===== src/sstq_pkg.sv =====
`default_nettype none
package sstq_pkg;

	localparam int QDEPTH      = 16;
	localparam int ID_BITS     = 8;
	localparam int TICK_W      = 48;
	localparam int DELAY_W     = 32;
	localparam int MAX_RESULTS = 16;
	localparam int IDX_W       = $clog2(QDEPTH);
	localparam int CNT_W       = $clog2(QDEPTH + 1);

	typedef enum logic [1:0] {
		ST_OK   = 2'd0,
		ST_FULL = 2'd1,
		ST_DUP  = 2'd2
	} status_t;

	typedef enum logic [2:0] {
		S_IDLE,
		S_SCAN,
		S_SHIFT,
		S_REPLY,
		S_TICK
	} state_t;

	typedef struct packed {
		logic                en;
		logic [IDX_W-1:0]    idx;
		logic [TICK_W-1:0]   wake;
		logic [ID_BITS-1:0]  id;
	} wr_t;

	// ring position of the entry at a given offset from the head
	function automatic logic [IDX_W-1:0] phys_idx(input logic [IDX_W-1:0] head,
			input logic [CNT_W-1:0] off);
		logic [CNT_W:0] s;
		s = (CNT_W+1)'(head) + (CNT_W+1)'(off);
		if (s >= (CNT_W+1)'(QDEPTH))
			s = s - (CNT_W+1)'(QDEPTH);
		return s[IDX_W-1:0];
	endfunction

endpackage
`default_nettype wire


===== src/sstq_cmp.sv =====
`default_nettype none
module sstq_cmp
	import sstq_pkg::*;
(
	input  wire logic [TICK_W-1:0] a,
	input  wire logic [TICK_W-1:0] b,
	output logic                   a_lt,
	output logic                   a_eq
);

	assign a_lt = a < b;
	assign a_eq = a == b;

endmodule
`default_nettype wire


===== src/sstq_mem.sv =====
`default_nettype none
module sstq_mem
	import sstq_pkg::*;
(
	input  wire logic               clk,
	input  wire wr_t                wr,
	input  wire logic [IDX_W-1:0]   rd_idx,
	output logic [TICK_W-1:0]       rd_wake,
	output logic [ID_BITS-1:0]      rd_id
);

	logic [TICK_W-1:0]  wake_mem [QDEPTH];
	logic [ID_BITS-1:0] id_mem   [QDEPTH];

	always_ff @(posedge clk) begin
		if (wr.en) begin
			wake_mem[wr.idx] <= wr.wake;
			id_mem[wr.idx]   <= wr.id;
		end
	end

	always_ff @(posedge clk) begin
		rd_wake <= wake_mem[rd_idx];
		rd_id   <= id_mem[rd_idx];
	end

endmodule
`default_nettype wire


===== src/sorted_sleep_timer_queue_unit.sv =====
// Sorted sleep timer queue.
// Input channel req_valid/req_stall carries one word: a tick event (req_type 0)
// or a sleep request (req_type 1, thread_id, sleep_ticks). Output channel
// rsp_valid/rsp_stall carries result words; last marks the final word of
// each input word. A sleep request gives one word with its status; a tick
// gives one word per released thread, or one word with woken_valid low.
// The queue is a ring of QDEPTH entries walked one entry per cycle through a
// single wake-tick comparator, unless a tick waits on the output register.
// A sleep request makes the duplicate and position scan, moves the entries
// behind the new place to make room, writes the new entry and then replies.
// A full queue is rejected without a scan. A tick releases the due threads
// from the head. req_stall is high for the whole time an item is in work, so
// one item is handled at a time.
// A finished word waits in the output register while rsp_stall is high; the
// sequencer holds until it can hand over the next word.
// Reset clears the tick counter and empties the queue; no clearing pass.
`default_nettype none
module sorted_sleep_timer_queue_unit
	import sstq_pkg::*;
(
	input  wire logic                clk,
	input  wire logic                arst_n,
	input  wire logic                req_valid,
	output logic                     req_stall,
	input  wire logic                req_type,
	input  wire logic [7:0]          thread_id,
	input  wire logic [DELAY_W-1:0]  sleep_ticks,
	output logic                     rsp_valid,
	input  wire logic                rsp_stall,
	output logic                     woken_valid,
	output logic [7:0]               woken_thread,
	output logic [1:0]               status,
	output logic [TICK_W-1:0]        tick_now,
	output logic                     last
);

	state_t              state_q, state_d;
	logic [TICK_W-1:0]   tick_q, tick_d;
	logic [TICK_W-1:0]   ref_q, ref_d;
	logic [CNT_W-1:0]    cnt_q, cnt_d;
	logic [IDX_W-1:0]    head_q, head_d;
	logic [CNT_W-1:0]    idx_q, idx_d;
	logic [CNT_W-1:0]    pos_q, pos_d;
	logic                found_q, found_d;
	logic [ID_BITS-1:0]  id_q, id_d;
	status_t             status_q, status_d;
	logic                pend_v_q, pend_v_d;
	logic [ID_BITS-1:0]  pend_id_q, pend_id_d;

	logic                rsp_valid_q;
	logic                woken_valid_q;
	logic [ID_BITS-1:0]  woken_id_q;
	status_t             rsp_status_q;
	logic [TICK_W-1:0]   tick_now_q;
	logic                last_q;

	logic                push;
	logic                push_ok;
	logic                p_valid;
	logic [ID_BITS-1:0]  p_id;
	status_t             p_status;
	logic                p_last;

	wr_t                 wr;
	logic [CNT_W-1:0]    rd_off;
	logic [TICK_W-1:0]   rd_wake;
	logic [ID_BITS-1:0]  rd_id;
	logic                ent_lt, ent_eq;
	logic [TICK_W:0]     wake_sum;
	logic [TICK_W-1:0]   wake_sat;
	logic                due;

	// read address of the entry needed next cycle
	assign rd_off = (state_d == S_SHIFT) ? idx_d - CNT_W'(1) : idx_d;

	sstq_mem u_mem (
		.clk     (clk),
		.wr      (wr),
		.rd_idx  (phys_idx(head_q, rd_off)),
		.rd_wake (rd_wake),
		.rd_id   (rd_id)
	);

	sstq_cmp u_cmp (
		.a    (rd_wake),
		.b    (ref_q),
		.a_lt (ent_lt),
		.a_eq (ent_eq)
	);

	// wake-up tick, saturating at the counter maximum
	assign wake_sum = (TICK_W+1)'(tick_q) + (TICK_W+1)'(sleep_ticks);
	assign wake_sat = wake_sum[TICK_W] ? {TICK_W{1'b1}} : wake_sum[TICK_W-1:0];

	assign push_ok   = !rsp_valid_q || !rsp_stall;
	assign req_stall = state_q != S_IDLE;
	assign due       = (idx_q < cnt_q) && (int'(idx_q) < MAX_RESULTS) && (ent_lt || ent_eq);

	always_comb begin
		state_d   = state_q;
		tick_d    = tick_q;
		ref_d     = ref_q;
		cnt_d     = cnt_q;
		head_d    = head_q;
		idx_d     = idx_q;
		pos_d     = pos_q;
		found_d   = found_q;
		id_d      = id_q;
		status_d  = status_q;
		pend_v_d  = pend_v_q;
		pend_id_d = pend_id_q;
		push      = 1'b0;
		p_valid   = 1'b0;
		p_id      = '0;
		p_status  = ST_OK;
		p_last    = 1'b1;
		wr        = '0;
		unique case (state_q)
			S_IDLE: begin
				if (req_valid) begin
					id_d  = thread_id[ID_BITS-1:0];
					idx_d = '0;
					if (req_type) begin
						ref_d   = wake_sat;
						found_d = 1'b0;
						if (cnt_q == CNT_W'(QDEPTH)) begin
							status_d = ST_FULL;
							state_d  = S_REPLY;
						end else begin
							state_d = S_SCAN;
						end
					end else begin
						tick_d   = tick_q + TICK_W'(1);
						ref_d    = tick_q + TICK_W'(1);
						pend_v_d = 1'b0;
						state_d  = S_TICK;
					end
				end
			end
			S_SCAN: begin
				if (idx_q == cnt_q) begin
					if (!found_q)
						pos_d = cnt_q;
					state_d = S_SHIFT;
				end else if (rd_id == id_q) begin
					status_d = ST_DUP;
					state_d  = S_REPLY;
				end else begin
					if (!found_q && !ent_lt) begin
						pos_d   = idx_q;
						found_d = 1'b1;
					end
					idx_d = idx_q + CNT_W'(1);
				end
			end
			S_SHIFT: begin
				wr.en = 1'b1;
				if (idx_q > pos_q) begin
					wr.idx  = phys_idx(head_q, idx_q);
					wr.wake = rd_wake;
					wr.id   = rd_id;
					idx_d   = idx_q - CNT_W'(1);
				end else begin
					wr.idx   = phys_idx(head_q, pos_q);
					wr.wake  = ref_q;
					wr.id    = id_q;
					cnt_d    = cnt_q + CNT_W'(1);
					status_d = ST_OK;
					state_d  = S_REPLY;
				end
			end
			S_REPLY: begin
				if (push_ok) begin
					push     = 1'b1;
					p_status = status_q;
					state_d  = S_IDLE;
				end
			end
			S_TICK: begin
				if (due) begin
					if (!pend_v_q || push_ok) begin
						if (pend_v_q) begin
							push    = 1'b1;
							p_valid = 1'b1;
							p_id    = pend_id_q;
							p_last  = 1'b0;
						end
						pend_v_d  = 1'b1;
						pend_id_d = rd_id;
						idx_d     = idx_q + CNT_W'(1);
					end
				end else if (push_ok) begin
					push    = 1'b1;
					p_valid = pend_v_q;
					p_id    = pend_v_q ? pend_id_q : '0;
					head_d  = phys_idx(head_q, idx_q);
					cnt_d   = cnt_q - idx_q;
					state_d = S_IDLE;
				end
			end
			default: begin
				state_d = S_IDLE;
			end
		endcase
	end

	always_ff @(posedge clk or negedge arst_n) begin
		if (!arst_n) begin
			state_q     <= S_IDLE;
			tick_q      <= '0;
			cnt_q       <= '0;
			head_q      <= '0;
			pend_v_q    <= 1'b0;
			rsp_valid_q <= 1'b0;
		end else begin
			state_q  <= state_d;
			tick_q   <= tick_d;
			cnt_q    <= cnt_d;
			head_q   <= head_d;
			pend_v_q <= pend_v_d;
			if (push)
				rsp_valid_q <= 1'b1;
			else if (!rsp_stall)
				rsp_valid_q <= 1'b0;
		end
	end

	always_ff @(posedge clk) begin
		ref_q     <= ref_d;
		idx_q     <= idx_d;
		pos_q     <= pos_d;
		found_q   <= found_d;
		id_q      <= id_d;
		status_q  <= status_d;
		pend_id_q <= pend_id_d;
		if (push) begin
			woken_valid_q <= p_valid;
			woken_id_q    <= p_id;
			rsp_status_q  <= p_status;
			tick_now_q    <= tick_q;
			last_q        <= p_last;
		end
	end

	assign rsp_valid    = rsp_valid_q;
	assign woken_valid  = woken_valid_q;
	assign woken_thread = 8'(woken_id_q);
	assign status       = rsp_status_q;
	assign tick_now     = tick_now_q;
	assign last         = last_q;

endmodule
`default_nettype wire


===== config.mk =====
export PLATFORM = sky130hd
export DESIGN_NAME = sorted_sleep_timer_queue_unit
export DESIGN_NICKNAME = d
export VERILOG_FILES = /design/src/sstq_pkg.sv /design/src/sstq_cmp.sv /design/src/sstq_mem.sv /design/src/sorted_sleep_timer_queue_unit.sv
export SDC_FILE = /design/constraint.sdc
export NUM_CORES = 1
export LEC_CHECK = 0
export ABC_AREA = 1
export BUFFER_PORTS_ARGS = -buffer_cell sky130_fd_sc_hd__buf_2
export CAP_MARGIN = 10
export CORE_AREA = 2 2 300 302
export CTS_CLUSTER_SIZE = 30
export DETAILED_ROUTE_END_ITERATION = 10
export DIE_AREA = 0 0 302 304
export PLACE_DENSITY = 0.73
export SYNTH_ARGS = -nofsm -noshare
export SYNTH_HDL_FRONTEND = slang
export SYNTH_SLANG_ARGS = --single-unit

===== constraint.sdc =====
create_clock -name clk -period 7.8 [get_ports clk]
set_clock_uncertainty 0.1 [all_clocks]
set_input_delay 1.56 -clock clk [delete_from_list [all_inputs] [get_ports clk]]
set_output_delay 1.56 -clock clk [all_outputs]
set_load 0.1 [all_outputs]

==> out/qor.yml <==
global_route:
  antenna_found_initial: 2
  grt_overflow: 0
  grtUsageTotal_pct: 27.79
  grt_pass1_vias: 33170
  grt_max_degree: 162
  grt_pass1_wl_mm: 194.9
critical_path:
  reg2reg_from: "idx_q[3]"
  regToRegEndpoint: "u_mem.rd_wake[39]"
  crit_type: "reg -> reg"
  reg2reg_slack_ns: 1.55
  crit_path_end_kind: "register"
  worstPathArrival_ns: 6.79
  start_kind: "register"
  r2r_cells: 25
  path_max_fanout: 95
  crit_path_top_delay_cell: "fa_4"
  crit_top_cell: "nand2_1"
  cp_data_required_time_ns: 8.34
  cp_slowest_stage_delay_ns: 0.70
detailed_routing:
  route.detailed.drc: 0
  initialDrtViolationCount: 4246
  vias_per_cell: 6.022
  ant_nets: 0
  highest-signal-layer: "met4"
  dr_wl_met3_mm: 12.21
  wl_met1_mm: 52.36
  firstDrtPassIters: 7
  wl_mm: 128.5
  vias: 34640
  routedWlPerCell_um: 22.35
  dr_wl_met2_mm: 59.45
placed_design:
  dp_hpwl_mm: 72.67
  port_buffers: 106
  gp_congestion: 0.8895
yosys:
  synth_flop_cell: "edfxtp_1"
  ys.warnings.count: 0
  async_flop_share_pct: 5.387
  synthMuxAreaShare_pct: 0.02004
  ys_types: 56
  synth.ff_latch_count: 1151
  synth_area_per_cell_sq_um: 11.39
  synth_simple_gate_area_share_pct: 12.26
  syn_inst: 4386
  syn_area_sq_um: 49950
  synth_fa_ha_area_share_pct: 2.830
  seq_area_frac_synth_pct: 67.37
  synth-edff-count: 1029
  synth_compound_area_share_pct: 11.91
  synth_top_family_by_area: "simple AND/OR/NAND/NOR gates"
  syn_nets: 4541
  synth_xor_area_share_pct: 1.648
sta:
  period_needed_ns: 6.250
  slew_headroom_pct: 16.94
  rsz0062_at_grt: "false"
  setup_tns_ns: 0
  clock.fmax_ghz: 0.1600
  worst_slew_pin_slew_ns: 1.246
  hold_viol_final: 0
  maxSlewViolCount: 0
  setup_viol: 0
  period_share_pct: 80.13
clock_tree:
  numCtsBuffers: 109
  root_buffer: "clkbuf_16"
  clkTransAtPathRegs_ns: 0.07
  ctsHoldBuffers: 0
  post_cts_buffers: 0
  cts.path.max_buffers: 3
  h-tree-depth: 3
  ctsResizeCount: 0
  clock-sinks: 1151
  tritoncts: "yes"
  clock_latency_ns: 0.70
worst_hold_path:
  hp-start: "tick_q[42]"
  hold_depth: 0
  worstHoldPathType: "reg -> reg"
  worstHoldEndpoint: "tick_now[42]"
run_status:
  status: "complete, no violations"
die:
  rows: 110
  dieArea_sq_um: 91810
  io_pins: 107
  die_h_um: 304
  start_util_pct: 56.10
  core-area_sq_um: 89050
  die_w_um: 302
layout:
  area_growth_pct: 11.54
  num-nets-final: 4637
  antenna_cells: 0
  final_layout_size_suffix_gt1_share_pct: 10.03
run:
  drv_cap: 0
[worst max-delay path, delay by kind of cell (launching register included)]
family	cells	cell delay, ns
AOI/OAI and AO/OA	5	0.96
adders and majority gates	3	1.38
buffers and inverters	6	1.64
DFF	1	0.49
and+or+nand+nor	11	1.46
[cell usage in the layout (no fill, tap or decap), types with 22 or more instances in the layout]
cell type / count
edfxtp_1: 1029
ha_1: 104
buf_2: 106
xor2_1: 69
nand4_1: 22
clkbuf_16: 110
o22ai_1: 122
nand2_1: 901
xnor2_1: 24
nor2_1: 377
clkbuf_1: 28
buf_4: 96
dfrtp_1: 62
nand3_1: 103
a21oi_1: 234
a32o_1: 112
nor3_1: 30
o21ai_0: 462
dfxtp_1: 60
clkinv_2: 23
inv_1: 261
[layer usage]
| metal | vias to the layer above | GRT usage, % |
|---|---|---|
| met3 | 295 | 4.155 |
| met4 | 0 | 10.00 |
| met2 | 1718 | 43.42 |
| li1 | 15830 | - |
| met5 | - | 0 |
| met1 | 16800 | 39.95 |
[metrics by stage]
step                hold slack [ns]  utilization, %  cell area, sq um  std cells  setup WS [ns]
floorplan                    0.3231               -             49950       4386          1.391
global placement             0.3471           58.50             52100       5544          1.742
detailed placement           0.3475           58.50             52100       5544          1.669
CTS                          0.3634           62.54             55690       5749          1.635
global route                 0.3732           62.57             55710       5752          1.086
finish                       0.3668           62.57             55710       5752          1.550
[synth_stat cells, types with 15 or more instances]
cell type / number / share of area, %
a21oi_1: 234 / 2.3
a22oi_1: 18 / 0.27
a31oi_1: 19 / 0.24
a32o_1: 112 / 2.2
buf_1: 15 / 0.11
clkbuf_1: 188 / 1.4
dfrtp_1: 62 / 3.1
dfxtp_1: 60 / 2.4
edfxtp_1: 1029 / 62
ha_1: 105 / 2.6
inv_1: 262 / 2.0
inv_2: 16 / 0.12
nand2_1: 901 / 6.8
nand2_2: 21 / 0.26
nand3_1: 104 / 1.0
nand4_1: 22 / 0.28
nor2_1: 394 / 3.0
nor3_1: 31 / 0.31
o21ai_0: 462 / 4.6
o22ai_1: 122 / 1.5
xnor2_1: 24 / 0.42
xor2_1: 70 / 1.2
[worst max path at each step]
stage,start,endpoint,slack [ns],cells past startpoint
after floorplan,idx_q[1],u_mem.id_mem[0][0],1.39,12
after global placement,idx_q[3],u_mem.rd_id[4],1.74,25
after detailed placement,idx_q[3],u_mem.rd_wake[42],1.67,25
after CTS,idx_q[3],u_mem.rd_wake[39],1.63,25
after global routing,idx_q[3],u_mem.rd_wake[39],1.09,25
final,idx_q[3],u_mem.rd_wake[39],1.55,25
[area by class of cell]
type / instances / area (sq um)
Clock buffer: 144 / 2940
Clock inverter: 61 / 654.4
Fill cell: 6738 / 33330
Inverter: 284 / 1082
Multi-Input combinational cell: 2727 / 14520
Sequential cell: 1151 / 33650
Tap cell: 1176 / 1471
Timing Repair Buffer: 209 / 1391
[cell families (layout without fill, tap and decap cells)]
family                     count (synthesis)  count (layout)
AOI/OAI and AO/OA                       1011            1011
xor gates and xnor gates                  94              94
adders and majority gates                110             110
buffers and inverters                    508             698
DFF                                     1151            1151
muxes                                      1               1
and+or+nand+nor                         1511            1511
[sequential cells by signal, summed over array words and instances, names as in the netlist, named ones only]
| register | flops |
|---|---|
| u_mem.rd_wake | 48 |
| pos_q | 5 |
| tick_now | 48 |
| pend_id_q | 8 |
| ref_q | 48 |
| status_q | 2 |
| status | 2 |
| pend_v_q | 1 |
| u_mem.rd_id | 8 |
| woken_valid | 1 |
| rsp_valid | 1 |
| u_mem.wake_mem | 768 |
| head_q | 4 |
| woken_thread | 8 |
| tick_q | 48 |
| idx_q | 4 |
| id_q | 8 |
| u_mem.id_mem | 128 |
| cnt_q | 5 |
| last | 1 |
| found_q | 1 |
| state_q | 3 |
Power is not shown: default switching activity piles up to over one toggle a cycle in this logic, so the estimate is an artifact.
